===== config.mk =====
export PLATFORM = sky130hd
export DESIGN_NAME = polyphonic_wavetable_mixer
export DESIGN_NICKNAME = d
export VERILOG_FILES = /design/src/rtl/core/pwtm_pkg.sv /design/src/rtl/core/polyphonic_wavetable_mixer.sv
export VERILOG_INCLUDE_DIRS = /design/src /design/src/rtl/core
export SDC_FILE = /design/constraint.sdc
export NUM_CORES = 2
export LEC_CHECK = 0
export BUFFER_PORTS_ARGS = -buffer_cell sky130_fd_sc_hd__buf_2
export CAP_MARGIN = 20
export CORE_MARGIN = 2
export CORE_UTILIZATION = 45
export DETAILED_ROUTE_END_ITERATION = 16
export GPL_ROUTABILITY_DRIVEN = 1
export GPL_TIMING_DRIVEN = 0
export PLACE_DENSITY = 0.71
export SLEW_MARGIN = 0
export SYNTH_ARGS = -nofsm -noshare
export SYNTH_HDL_FRONTEND = slang
export SYNTH_SLANG_ARGS = --single-unit
export TNS_END_PERCENT = 100

===== constraint.sdc =====
create_clock -name clock -period 10.8 [get_ports clock]
set_input_delay 0.54 -clock clock [delete_from_list [all_inputs] [get_ports clock]]
set_output_delay 0.54 -clock clock [all_outputs]
set_load 0.02 [all_outputs]

===== src/rtl/core/polyphonic_wavetable_mixer_macros.svh =====
// Assertion macros for the polyphonic wavetable mixer.
// Included by the modules that carry concurrent checks; needs clock and reset in scope.
`ifndef POLYPHONIC_WAVETABLE_MIXER_MACROS_SVH
`define POLYPHONIC_WAVETABLE_MIXER_MACROS_SVH

// same-cycle implication
`define PWTM_ASSERT_IMP(name, ante, cons, msg) \
   name: assert property (@(posedge clock) disable iff (reset) (ante) |-> (cons)) \
      else $error(msg);

// next-cycle implication
`define PWTM_ASSERT_NXT(name, ante, cons, msg) \
   name: assert property (@(posedge clock) disable iff (reset) (ante) |=> (cons)) \
      else $error(msg);

`endif


===== src/rtl/core/pwtm_pkg.sv =====
// Shared types and constants for the polyphonic wavetable mixer.
// No dependencies.
package pwtm_pkg;

   localparam int VOICE_COUNT_DEF = 8;
   localparam int TABLE_DEPTH     = 256;

   typedef enum logic [1:0] {
      ACT_TICK  = 2'd0,
      ACT_START = 2'd1,
      ACT_STOP  = 2'd2,
      ACT_WRITE = 2'd3
   } action_type;

   // one voice memory word
   typedef struct packed {
      logic [15:0] phase;
      logic [15:0] step;
      logic [7:0]  gain;
   } voice_word_type;

   localparam logic [7:0] DAC_OFFSET = 8'd127;

endpackage


===== src/rtl/core/polyphonic_wavetable_mixer.sv =====
// Polyphonic wavetable mixer: voice state and wavetable in two synchronous memories.
// A sample tick walks the voices one per cycle through the voice memory and the
// wavetable to the result register, and no item is taken before that. Start reads and
// writes back its voice entry; stop and a table write end in idle. The voice memory
// read port, one voice per cycle, sets the tick length. A finished sample waits in the
// result register while the next item is taken; a second sample waits until the first
// has gone. Uses pwtm_pkg and polyphonic_wavetable_mixer_macros.svh.
`include "polyphonic_wavetable_mixer_macros.svh"

module polyphonic_wavetable_mixer #(
   parameter int VOICE_COUNT = pwtm_pkg::VOICE_COUNT_DEF
) (
   input  logic              clock,
   input  logic              reset,
   input  logic              req_valid,
   output logic              req_stall,
   input  logic [1:0]        req_action,
   input  logic [2:0]        req_voice_index,
   input  logic [15:0]       req_step_value,
   input  logic [7:0]        req_gain_value,
   input  logic signed [7:0] req_vibrato_amount,
   input  logic signed [7:0] req_tremolo_amount,
   input  logic [7:0]        req_table_index,
   input  logic signed [7:0] req_table_value,
   output logic              rsp_valid,
   input  logic              rsp_stall,
   output logic [7:0]        rsp_dac_value
);

   localparam int VW = (VOICE_COUNT > 1) ? $clog2(VOICE_COUNT) : 1;
   localparam int IW = ((VW > 3) ? VW : 3) + 1;
   localparam logic [VW-1:0] LAST_VOICE = VW'(VOICE_COUNT - 1);

   typedef enum logic [4:0] {
      ST_IDLE  = 5'b00001,
      ST_START = 5'b00010,
      ST_TICK  = 5'b00100,
      ST_DRAIN = 5'b01000,
      ST_HOLD  = 5'b10000
   } state_type;

   state_type state_ff, state_in;

   // memories
   pwtm_pkg::voice_word_type vmem [VOICE_COUNT];
   pwtm_pkg::voice_word_type vmem_rd_ff;
   logic [7:0]               wave_mem [pwtm_pkg::TABLE_DEPTH];
   logic [7:0]               wave_rd_ff;

   logic                     vmem_re, vmem_we;
   logic [VW-1:0]            vmem_raddr, vmem_waddr;
   pwtm_pkg::voice_word_type vmem_wdata;
   logic                     wave_re;
   logic [7:0]               wave_raddr;

   // voice flags
   logic [VOICE_COUNT-1:0] active_ff, active_in;
   logic [VOICE_COUNT-1:0] phase_vld_ff, phase_vld_in;

   // sequencer
   logic [VW-1:0] cnt_ff, cnt_in;
   logic [7:0]    vib_ff, vib_in;
   logic [7:0]    trem_ff, trem_in;
   logic [VW-1:0] st_idx_ff, st_idx_in;
   logic [15:0]   st_step_ff, st_step_in;
   logic [7:0]    st_gain_ff, st_gain_in;

   // voice pipeline
   logic          p1_vld_ff, p1_vld_in, p1_last_ff, p1_last_in;
   logic [VW-1:0] p1_idx_ff, p1_idx_in;
   logic          p2_vld_ff, p2_vld_in, p2_last_ff, p2_last_in, p2_act_ff, p2_act_in;
   logic [7:0]    p2_gain_ff, p2_gain_in;
   logic          p3_vld_ff, p3_vld_in, p3_last_ff, p3_last_in, p3_act_ff, p3_act_in;
   logic [7:0]    p3_q_ff, p3_q_in;
   logic [7:0]    sum_ff, sum_in;
   logic [7:0]    hold_ff, hold_in;

   // result register
   logic       rsp_valid_ff, rsp_valid_in;
   logic [7:0] rsp_dac_ff, rsp_dac_in;

   logic                 req_acc, slot_free, out_load;
   pwtm_pkg::action_type act_code;
   logic [IW-1:0]        vi_ext;
   logic [VW-1:0]        vi_addr;
   logic                 vi_ok;
   logic                 b_act;
   logic [15:0]          b_phase, b_vib16;
   logic signed [5:0]    c_smp;
   logic signed [11:0]   c_gain;
   logic signed [17:0]   c_prod;
   logic [7:0]           d_sum, d_dac;

   assign req_stall     = (state_ff != ST_IDLE);
   assign req_acc       = req_valid && !req_stall;
   assign act_code      = pwtm_pkg::action_type'(req_action);
   assign vi_ext        = IW'(req_voice_index);
   assign vi_addr       = vi_ext[VW-1:0];
   assign vi_ok         = (vi_ext < IW'(VOICE_COUNT));
   assign slot_free     = !rsp_valid_ff || !rsp_stall;
   assign rsp_valid     = rsp_valid_ff;
   assign rsp_dac_value = rsp_dac_ff;

   // stage B: voice word in hand
   assign b_act   = p1_vld_ff && active_ff[p1_idx_ff];
   assign b_phase = phase_vld_ff[p1_idx_ff] ? vmem_rd_ff.phase : 16'd0;
   assign b_vib16 = {{4{vib_ff[7]}}, vib_ff, 4'b0000};

   // stage C: sample times modulated gain
   assign c_smp  = signed'(wave_rd_ff[7:2]);
   assign c_gain = signed'({4'b0000, p2_gain_ff}) + signed'({trem_ff[7], trem_ff, 3'b000});
   assign c_prod = 18'(c_smp) * 18'(c_gain);

   // stage D: accumulate
   assign d_sum = sum_ff + (p3_act_ff ? p3_q_ff : 8'd0);
   assign d_dac = pwtm_pkg::DAC_OFFSET + d_sum;

   always_comb begin
      state_in     = state_ff;
      cnt_in       = cnt_ff;
      vib_in       = vib_ff;
      trem_in      = trem_ff;
      st_idx_in    = st_idx_ff;
      st_step_in   = st_step_ff;
      st_gain_in   = st_gain_ff;
      active_in    = active_ff;
      phase_vld_in = phase_vld_ff;
      vmem_re      = 1'b0;
      vmem_raddr   = cnt_ff;
      vmem_we      = 1'b0;
      vmem_waddr   = p1_idx_ff;
      vmem_wdata   = '{phase: b_phase + vmem_rd_ff.step + b_vib16,
                       step: vmem_rd_ff.step, gain: vmem_rd_ff.gain};
      p1_vld_in    = 1'b0;
      p1_last_in   = 1'b0;
      p1_idx_in    = cnt_ff;
      hold_in      = hold_ff;
      out_load     = 1'b0;
      rsp_dac_in   = rsp_dac_ff;
      sum_in       = (p3_vld_ff) ? d_sum : sum_ff;

      // stage B write-back of the advanced phase
      if (b_act) begin
         vmem_we                 = 1'b1;
         phase_vld_in[p1_idx_ff] = 1'b1;
      end

      unique case (state_ff)
         ST_IDLE: begin
            if (req_acc) begin
               unique case (act_code)
                  pwtm_pkg::ACT_TICK: begin
                     vmem_re    = 1'b1;
                     vmem_raddr = '0;
                     p1_vld_in  = 1'b1;
                     p1_idx_in  = '0;
                     p1_last_in = (LAST_VOICE == '0);
                     cnt_in     = VW'(1);
                     vib_in     = req_vibrato_amount;
                     trem_in    = req_tremolo_amount;
                     sum_in     = 8'd0;
                     if (LAST_VOICE == '0) begin
                        state_in = ST_DRAIN;
                     end else begin
                        state_in = ST_TICK;
                     end
                  end
                  pwtm_pkg::ACT_START: begin
                     if (vi_ok) begin
                        vmem_re            = 1'b1;
                        vmem_raddr         = vi_addr;
                        active_in[vi_addr] = 1'b1;
                        st_idx_in          = vi_addr;
                        st_step_in         = req_step_value;
                        st_gain_in         = req_gain_value;
                        state_in           = ST_START;
                     end
                  end
                  pwtm_pkg::ACT_STOP: begin
                     if (vi_ok) begin
                        active_in[vi_addr] = 1'b0;
                     end
                  end
                  pwtm_pkg::ACT_WRITE: begin
                     // table write handled by the memory block
                  end
                  default: begin
                  end
               endcase
            end
         end
         ST_START: begin
            // keep the phase, replace step and gain
            vmem_we                 = 1'b1;
            vmem_waddr              = st_idx_ff;
            vmem_wdata.phase        = phase_vld_ff[st_idx_ff] ? vmem_rd_ff.phase : 16'd0;
            vmem_wdata.step         = st_step_ff;
            vmem_wdata.gain         = st_gain_ff;
            phase_vld_in[st_idx_ff] = 1'b1;
            state_in                = ST_IDLE;
         end
         ST_TICK: begin
            vmem_re    = 1'b1;
            vmem_raddr = cnt_ff;
            p1_vld_in  = 1'b1;
            p1_idx_in  = cnt_ff;
            p1_last_in = (cnt_ff == LAST_VOICE);
            cnt_in     = cnt_ff + VW'(1);
            if (cnt_ff == LAST_VOICE) begin
               state_in = ST_DRAIN;
            end
         end
         ST_DRAIN: begin
            if (p3_vld_ff && p3_last_ff) begin
               if (slot_free) begin
                  out_load   = 1'b1;
                  rsp_dac_in = d_dac;
                  state_in   = ST_IDLE;
               end else begin
                  hold_in  = d_dac;
                  state_in = ST_HOLD;
               end
            end
         end
         ST_HOLD: begin
            if (slot_free) begin
               out_load   = 1'b1;
               rsp_dac_in = hold_ff;
               state_in   = ST_IDLE;
            end
         end
         default: begin
            state_in = ST_IDLE;
         end
      endcase
   end

   assign wave_re    = p1_vld_ff;
   assign wave_raddr = b_phase[15:8];

   always_comb begin
      p2_vld_in  = p1_vld_ff;
      p2_last_in = p1_last_ff;
      p2_act_in  = b_act;
      p2_gain_in = vmem_rd_ff.gain;
      p3_vld_in  = p2_vld_ff;
      p3_last_in = p2_last_ff;
      p3_act_in  = p2_act_ff;
      p3_q_in    = c_prod[14:7];
      rsp_valid_in = out_load ? 1'b1 : (rsp_valid_ff && rsp_stall);
   end

   // voice memory
   always_ff @(posedge clock) begin
      if (vmem_we) begin
         vmem[vmem_waddr] <= vmem_wdata;
      end
      if (vmem_re) begin
         vmem_rd_ff <= vmem[vmem_raddr];
      end
   end

   // wavetable memory
   always_ff @(posedge clock) begin
      if (req_acc && (act_code == pwtm_pkg::ACT_WRITE)) begin
         wave_mem[req_table_index] <= req_table_value;
      end
      if (wave_re) begin
         wave_rd_ff <= wave_mem[wave_raddr];
      end
   end

   always_ff @(posedge clock) begin
      if (reset) begin
         state_ff     <= ST_IDLE;
         cnt_ff       <= '0;
         active_ff    <= '0;
         phase_vld_ff <= '0;
         p1_vld_ff    <= 1'b0;
         p2_vld_ff    <= 1'b0;
         p3_vld_ff    <= 1'b0;
         rsp_valid_ff <= 1'b0;
      end else begin
         state_ff     <= state_in;
         cnt_ff       <= cnt_in;
         active_ff    <= active_in;
         phase_vld_ff <= phase_vld_in;
         p1_vld_ff    <= p1_vld_in;
         p2_vld_ff    <= p2_vld_in;
         p3_vld_ff    <= p3_vld_in;
         rsp_valid_ff <= rsp_valid_in;
      end
   end

   always_ff @(posedge clock) begin
      vib_ff     <= vib_in;
      trem_ff    <= trem_in;
      st_idx_ff  <= st_idx_in;
      st_step_ff <= st_step_in;
      st_gain_ff <= st_gain_in;
      p1_last_ff <= p1_last_in;
      p1_idx_ff  <= p1_idx_in;
      p2_last_ff <= p2_last_in;
      p2_act_ff  <= p2_act_in;
      p2_gain_ff <= p2_gain_in;
      p3_last_ff <= p3_last_in;
      p3_act_ff  <= p3_act_in;
      p3_q_ff    <= p3_q_in;
      sum_ff     <= sum_in;
      hold_ff    <= hold_in;
      rsp_dac_ff <= rsp_dac_in;
   end

   `PWTM_ASSERT_IMP(a_no_rw_same_voice, vmem_we && vmem_re, vmem_waddr != vmem_raddr,
                    "voice memory read and write hit the same entry")
   `PWTM_ASSERT_NXT(a_start_writes_back,
                    req_acc && (act_code == pwtm_pkg::ACT_START) && vi_ok,
                    vmem_we && (vmem_waddr == st_idx_ff),
                    "start did not write the voice entry")
   `PWTM_ASSERT_IMP(a_last_in_drain, p3_vld_ff && p3_last_ff, state_ff == ST_DRAIN,
                    "last voice left the pipeline outside drain")
   `PWTM_ASSERT_IMP(a_rsp_from_tick, $rose(rsp_valid_ff),
                    $past(p3_vld_ff && p3_last_ff) || $past(state_ff == ST_HOLD),
                    "result appeared without a finished tick")

endmodule

* Word-level counts from Yosys, hierarchy flattened
Memory sizes are Yosys's and may differ from the RTL's. A register that Yosys moved wholly into a read port is not among the register bits.
Cells that the tools add are included.
W data, S select, Z words.
** Storage, ports and cells
- Register bits after elaboration :: 119
- RAM bits :: 2368
- Output and inout bits :: 10
- Memories kept :: 2
** Cells by class
- Order comparisons :: 7
- Add/sub/neg operators :: 6
- Equal/unequal tests :: 20
- Bitwise logic cells :: 6
- Reduce and logical (&&, ||, !) cells :: 23
- $mul :: 1
- Multiplexer cells :: 65
** Memories
- wave_mem :: depth 256, bits a word 8, read ports 1, clocked after Yosys merged registers in 1, write ports 1, line polyphonic_wavetable_mixer.sv:47 : logic [7:0] wave_mem [pwtm_pkg::TABLE_DEPTH];
- vmem :: depth 8, bits a word 40, read ports 1, clocked after Yosys merged registers in 1, write ports 1, line polyphonic_wavetable_mixer.sv:45 : pwtm_pkg::voice_word_type vmem [VOICE_COUNT];
** Operators by type and width (count)
- $mux W8 :: 12
- $mux W40 :: 1
- $add A16 B16 Y16 :: 2
- $mux W16 :: 2
- $pmux W8 S2 :: 2
- $mux W5 :: 6
- $mux W3 :: 9
- $or A8 B8 Y8 :: 3
- $pmux W5 S4 :: 1
- $mux W1 :: 19
- $lt A3 B4 Y1 const B :: 4
- $mul A6 B12 Y15 :: 1
- $ne A2 B2 Y1 const B :: 7
- $add A9 B11 Y12 :: 1
- $pmux W3 S2 :: 2
- $pmux W5 S2 :: 1
- $bmux W1 S3 :: 3
- $demux W1 S3 :: 3
- $ge A3 B1 Y1 const B :: 3
- $reduce_and A3 Y1 :: 3
- $add A7 B8 Y8 const A :: 1
- $add A8 B8 Y8 :: 1
- $and A8 B8 Y8 :: 1
- $logic_and A1 B1 Y1 :: 8
- 23 further kinds :: 32

* Logic depth before layout (Yosys ltp)
- Depth in word-level cells :: 8
- Gate-level depth with buffers :: 23
- Depth with buffers taken out :: 22

* Least setup slack after synthesis
No wires, ideal clock.
- Kind :: register -> register
- Start point :: register trem_ff[0]
- End point :: register p3_q_ff[7]
- Period minus slack after synthesis :: 5.364 ns
- Stages on the path, launching flop included :: 23
- Setup time :: 0.123 ns
- Buffers on the path :: 0
- Data required time :: 10.677 ns
- Path slack :: 5.436 ns
- Arrival time :: 5.241 ns
- Cells stage by stage :: edfxtp_1 > ha_1 > fa_1 > xor2_1 > and2_1 > fa_1 > inv_1 > fa_1 > inv_1 > fa_1 > inv_1 > fa_1 > inv_1 > ha_1 > nand4_1 > o21bai_1 > a21oi_1 > nor2b_1 > o21a_1 > o31a_1 > o41ai_1 > o21bai_1 > xor2_1
** On the way
- Word-level cells in the longest chain between the ends :: 2
** Ends and longest elaborated chain
- from (decl) :: line polyphonic_wavetable_mixer.sv:63 : logic [7:0] trem_ff, trem_in;
- from (signal assigned) :: line polyphonic_wavetable_mixer.sv:297 : trem_ff <= trem_in;
- $add A9 B11 Y12 :: line polyphonic_wavetable_mixer.sv:111 : assign c_gain = signed'({4'b0000, p2_gain_ff}) + signed'({trem_ff[7], trem_ff, 3'b000});
- $mul A6 B12 Y15 :: line polyphonic_wavetable_mixer.sv:112 : assign c_prod = 18'(c_smp) * 18'(c_gain);
- named net c_prod[14] :: line polyphonic_wavetable_mixer.sv:91 : logic signed [17:0] c_prod;
- to (signal assigned) :: line polyphonic_wavetable_mixer.sv:308 : p3_q_ff <= p3_q_in;
- to (decl) :: line polyphonic_wavetable_mixer.sv:74 : logic [7:0] p3_q_ff, p3_q_in;
The timed path passes the listed nets, and every way through them passes these cells.
A chain may end at the register's enable or synchronous reset.

==> results.sh <==
export IMPL_status="finished clean"
export IMPL_fp_dieH_um=435
export IMPL_antenna_found_initial=23
export IMPL_area_delta_synth_final_pct=13.6
export IMPL_die_area_mm2=0.189
export IMPL_numCtsBuffers=199
export IMPL_max_cap_violations=0
export IMPL_portBuffers=71
export IMPL_synthTopCellsByArea="edfxtp_1 70%, mux4_2 2.7%, nor2_1 2.4%"
export IMPL_place_congestion=1.01
export IMPL_p_per_area_mw_per_mm2=177
export IMPL_clkTransAtPathRegs_ns=0.06
export IMPL_final_common_cell="edfxtp_1"
export IMPL_drc=0
export IMPL_fin_nets=6134
export IMPL_crit_slowest_cell="nor3_2"
export IMPL_syn_nets=5782
export IMPL_fin_util=0.514
export IMPL_cts_setup_buffers=0
export IMPL_endpoint_kind="register"
export IMPL_drv_slew=0
export IMPL_synth_area_mm2=0.0837
export IMPL_ir_drop_mv=0.153
export IMPL_drt_iter0_drc=8948
export IMPL_grt_pass1_wl_um=367000
export IMPL_cp_num_buf_inv=7
export IMPL_cpPeakStageDelay_ns=0.80
export IMPL_use_met1=0.338
export IMPL_grt_max_degree=166
export IMPL_setup_viol=0
export IMPL_crit_arrival_ns=8.19
export IMPL_rr_startpoint="p1_idx_ff[0]$_DFF_P_"
export IMPL_min_from="rsp_stall"
export IMPL_hp_class="input port to register"
export IMPL_crit_chain="buf_6, nor3_2, a21o_1, buf_4, buf_6, buf_2, buf_2, buf_2, clkbuf_1, and2_1, ha_1, ha_1, fa_1, a21oi_1, o21bai_1, a2111o_1, and4_1, o31ai_1, nor2_1, a211o_1, o211ai_1"
export IMPL_min_path_cells=3
export IMPL_place_inst=8186
export IMPL_clock_sinks=2021
export IMPL_drive_gt1_frac=0.125
export IMPL_ys_warn_count=0
export IMPL_ys_flop_type="edfxtp_1"
export IMPL_final_hold_violation_count=0
export IMPL_wire_per_inst_um=30.3
export IMPL_cts_resized=0
export IMPL_wl_um=261000
export IMPL_layout_min_cycle_time_ns=7.62
export IMPL_initial_utilization=0.452
export IMPL_crit_top_cell="buf_2"
export IMPL_use_met2=0.409
export IMPL_maxSlewHeadroom=0.127
export IMPL_syn_area_per_cell_um2=14.9
export IMPL_synth_top_area_share=0.703
export IMPL_dr_pass1_iters=9
export IMPL_core_area_mm2=0.185
export IMPL_start_kind="register"
export IMPL_clk_path_buf_depth=3
export IMPL_dr_total_vias=54300
export IMPL_dieWidth_um=435
export IMPL_grt_use_total=0.268
export IMPL_clk_insertion_delay_late_ns=0.88
export IMPL_finalPower_mw=16.8
export IMPL_rsz0062_at_grt="false"
export IMPL_io_pins=75
export IMPL_final_setup_tns_ns=0
export IMPL_synthCells=5603
export IMPL_synth_seq_area_share=0.718
export IMPL_worst_ep_required_time_ns=11.37
export IMPL_synth_cell_types=81
export IMPL_htreeDepth=4
export IMPL_p_leak_nw=31.1
export IMPL_hpwl_um=175000
export IMPL_ant_nets=0
export IMPL_yosys_area_top_type="edfxtp_1"
export IMPL_crit_fanout=10
export IMPL_whs_endpoint="state_ff[4]$_SDFFE_PP0P_"
export IMPL_vias_per_cell=6.30
export IMPL_grt_remaining_overflow=0
export IMPL_instances_no_fill=8615
export IMPL_r2r_setup_slack_ns=3.18
export IMPL_use_met3=0.0818
export IMPL_worstRegToRegCells=21
export IMPL_layout_common_cells="1961 x edfxtp_1, 525 x nor2_1, 519 x nand2_1, 313 x nand3_1, 256 x clkbuf_1"
export IMPL_tritoncts="yes"
export IMPL_min_period_over_period=0.705
export IMPL_timing_rr_end="vmem[5][39]$_DFFE_PP_"
export IMPL_crit_type="register to register"
export IMPL_ys_ff_latch=2021
export IMPL_grt_pass1_vias=52600
export IMPL_tightest_slew_ns=1.31
export IMPL_critPathTopFamily="compound AO/OA/AOI/OAI gates"
export IMPL_synth_edf_count=1961
export IMPL_clock_skew_final_ns=0.0729
export IMPL_clock_fmax_ghz=0.131
export IMPL_busiest_layer="met2"
export IMPL_synth_async_sr_flop_share=0
export IMPL_rows=158
export IMPL_root_buffer="clkbuf_16"
[synth_stat cells (10+ instances only)]
| cell type | number |
|---|---|
| o31ai_1 | 35 |
| inv_1 | 52 |
| o22ai_1 | 28 |
| nor2b_1 | 39 |
| a31oi_1 | 31 |
| edfxtp_1 | 1961 |
| o2bb2ai_1 | 64 |
| buf_1 | 39 |
| fa_1 | 55 |
| nand2_1 | 520 |
| a22o_1 | 47 |
| nor2_1 | 533 |
| clkbuf_1 | 228 |
| ha_1 | 59 |
| dfxtp_1 | 60 |
| o221ai_1 | 29 |
| a221oi_1 | 13 |
| a211o_1 | 27 |
| mux4_2 | 100 |
| xor2_1 | 14 |
| xnor2_1 | 29 |
| and2_1 | 66 |
| a21o_1 | 26 |
| nor3_1 | 39 |
| and3_1 | 14 |
| o2111ai_1 | 43 |
| nor4_1 | 10 |
| a211oi_1 | 38 |
| o211ai_1 | 19 |
| mux2i_1 | 189 |
| or4_1 | 13 |
| a22oi_1 | 21 |
| o2111a_1 | 22 |
| buf_2 | 87 |
| o21ai_0 | 152 |
| nand4_1 | 24 |
| or3_1 | 17 |
| a21oi_1 | 206 |
| nand2b_1 | 12 |
| nand3_1 | 313 |
| mux2_2 | 128 |
| a222oi_1 | 62 |
[final cells by class]
| cell class | count | area, um^2 |
|---|---|---|
| Fill cell | 15100 | 89900 |
| Sequential cell | 2021 | 60100 |
| Multi-Input combinational cell | 3161 | 22000 |
| Clock buffer | 247 | 5320 |
| Tap cell | 2480 | 3100 |
| Buffer | 365 | 1550 |
| Timing Repair Buffer | 151 | 1520 |
| Clock inverter | 125 | 1340 |
| Inverter | 56 | 210 |
| Antenna cell | 9 | 22.5 |
[cells by family (layout without fill, tap and decap cells)]
group                      Yosys count  in the layout  share of synthesized area
AOI/OAI and AO/OA                  954            954                     0.0817
and+or+nand+nor                   1632           1632                     0.0862
DFF                               2021           2021                      0.718
muxes                              417            417                     0.0667
xor gates and xnor gates            44             44                    0.00477
other                                0              9                          0
buffers and inverters              421            944                     0.0209
adders and majority gates          114            114                     0.0220
[report_power, final]
group / switching, mW / internal, mW
clock network: 3.10 / 3.96
registers: 0.0217 / 8.66
logic: 0.700 / 0.356
[repair_timing]
item / CTS / global route
hold buffers: 43 / 0
hold endpoints to repair: 43 / 0
setup endpoints to repair: 0 / 0
[state kept, by name (all words and copies together) (netlist names), 3 cells and up, named ones only]
name and count:
wave_mem 1536, hold_ff 8, sum_ff 8, rsp_dac_value 8, vmem_rd_ff 32, cnt_ff 3, p2_gain_ff 8, vmem 320
p2_gain_in 8, st_idx_ff 3, p1_idx_ff 3, wave_rd_ff 6, phase_vld_ff 8, vib_ff 8, state_ff 5, st_step_ff 16
p3_q_ff 8, st_gain_ff 8, trem_ff 8
[how the worst max path moves through the flow]
stage	from	endpoint	slack, ns	cells past startpoint
finish	p1_idx_ff[0]$_DFF_P_	vmem[5][39]$_DFFE_PP_	3.18	21
global route	p1_idx_ff[0]$_DFF_P_	vmem[5][39]$_DFFE_PP_	3.04	21
CTS	p1_idx_ff[0]$_DFF_P_	vmem[5][39]$_DFFE_PP_	3.48	21
detailed placement	p1_idx_ff[0]$_DFF_P_	vmem[1][39]$_DFFE_PP_	3.53	21
global placement	p1_idx_ff[0]$_DFF_P_	vmem[0][39]$_DFFE_PP_	3.58	21
floorplan	trem_ff[0]$_DFFE_PP_	p3_q_ff[7]$_DFF_P_	5.44	22
[through the flow]
step	setup WS (ns)	instance area (um^2)	hold WS, ns
floorplan	5.44	83700	0.310
global placement	3.58	87200	0.312
detailed placement	3.53	87900	0.312
CTS	3.48	95000	0.0132
global route	3.04	95100	0.0633
finish	3.18	95100	0.0651
[metal layers]
| metal | up-vias | part of all wire | wire length, um |
|---|---|---|---|
| met5 | - | 0.00065 | 169 |
| met4 | 26 | 0.065 | 16900 |
| met3 | 836 | 0.13 | 33500 |
| met2 | 3868 | 0.45 | 117000 |
| met1 | 27100 | 0.36 | 92900 |
| li1 | 22400 | - | - |
[worst register-to-register path, cell delays in order (launching register included)]
cell and delay, ns:
dfxtp_1 0.30, buf_6 0.14, nor3_2 0.80, a21o_1 0.32, buf_4 0.32, buf_6 0.21, buf_2 0.40, buf_2 0.35
buf_2 0.37, clkbuf_1 0.51, and2_1 0.22, ha_1 0.23, ha_1 0.22, fa_1 0.47, a21oi_1 0.15, o21bai_1 0.14
a2111o_1 0.49, and4_1 0.24, o31ai_1 0.44, nor2_1 0.10, a211o_1 0.29, o211ai_1 0.62
No activity file was read; power rests on OpenSTA's default activity.
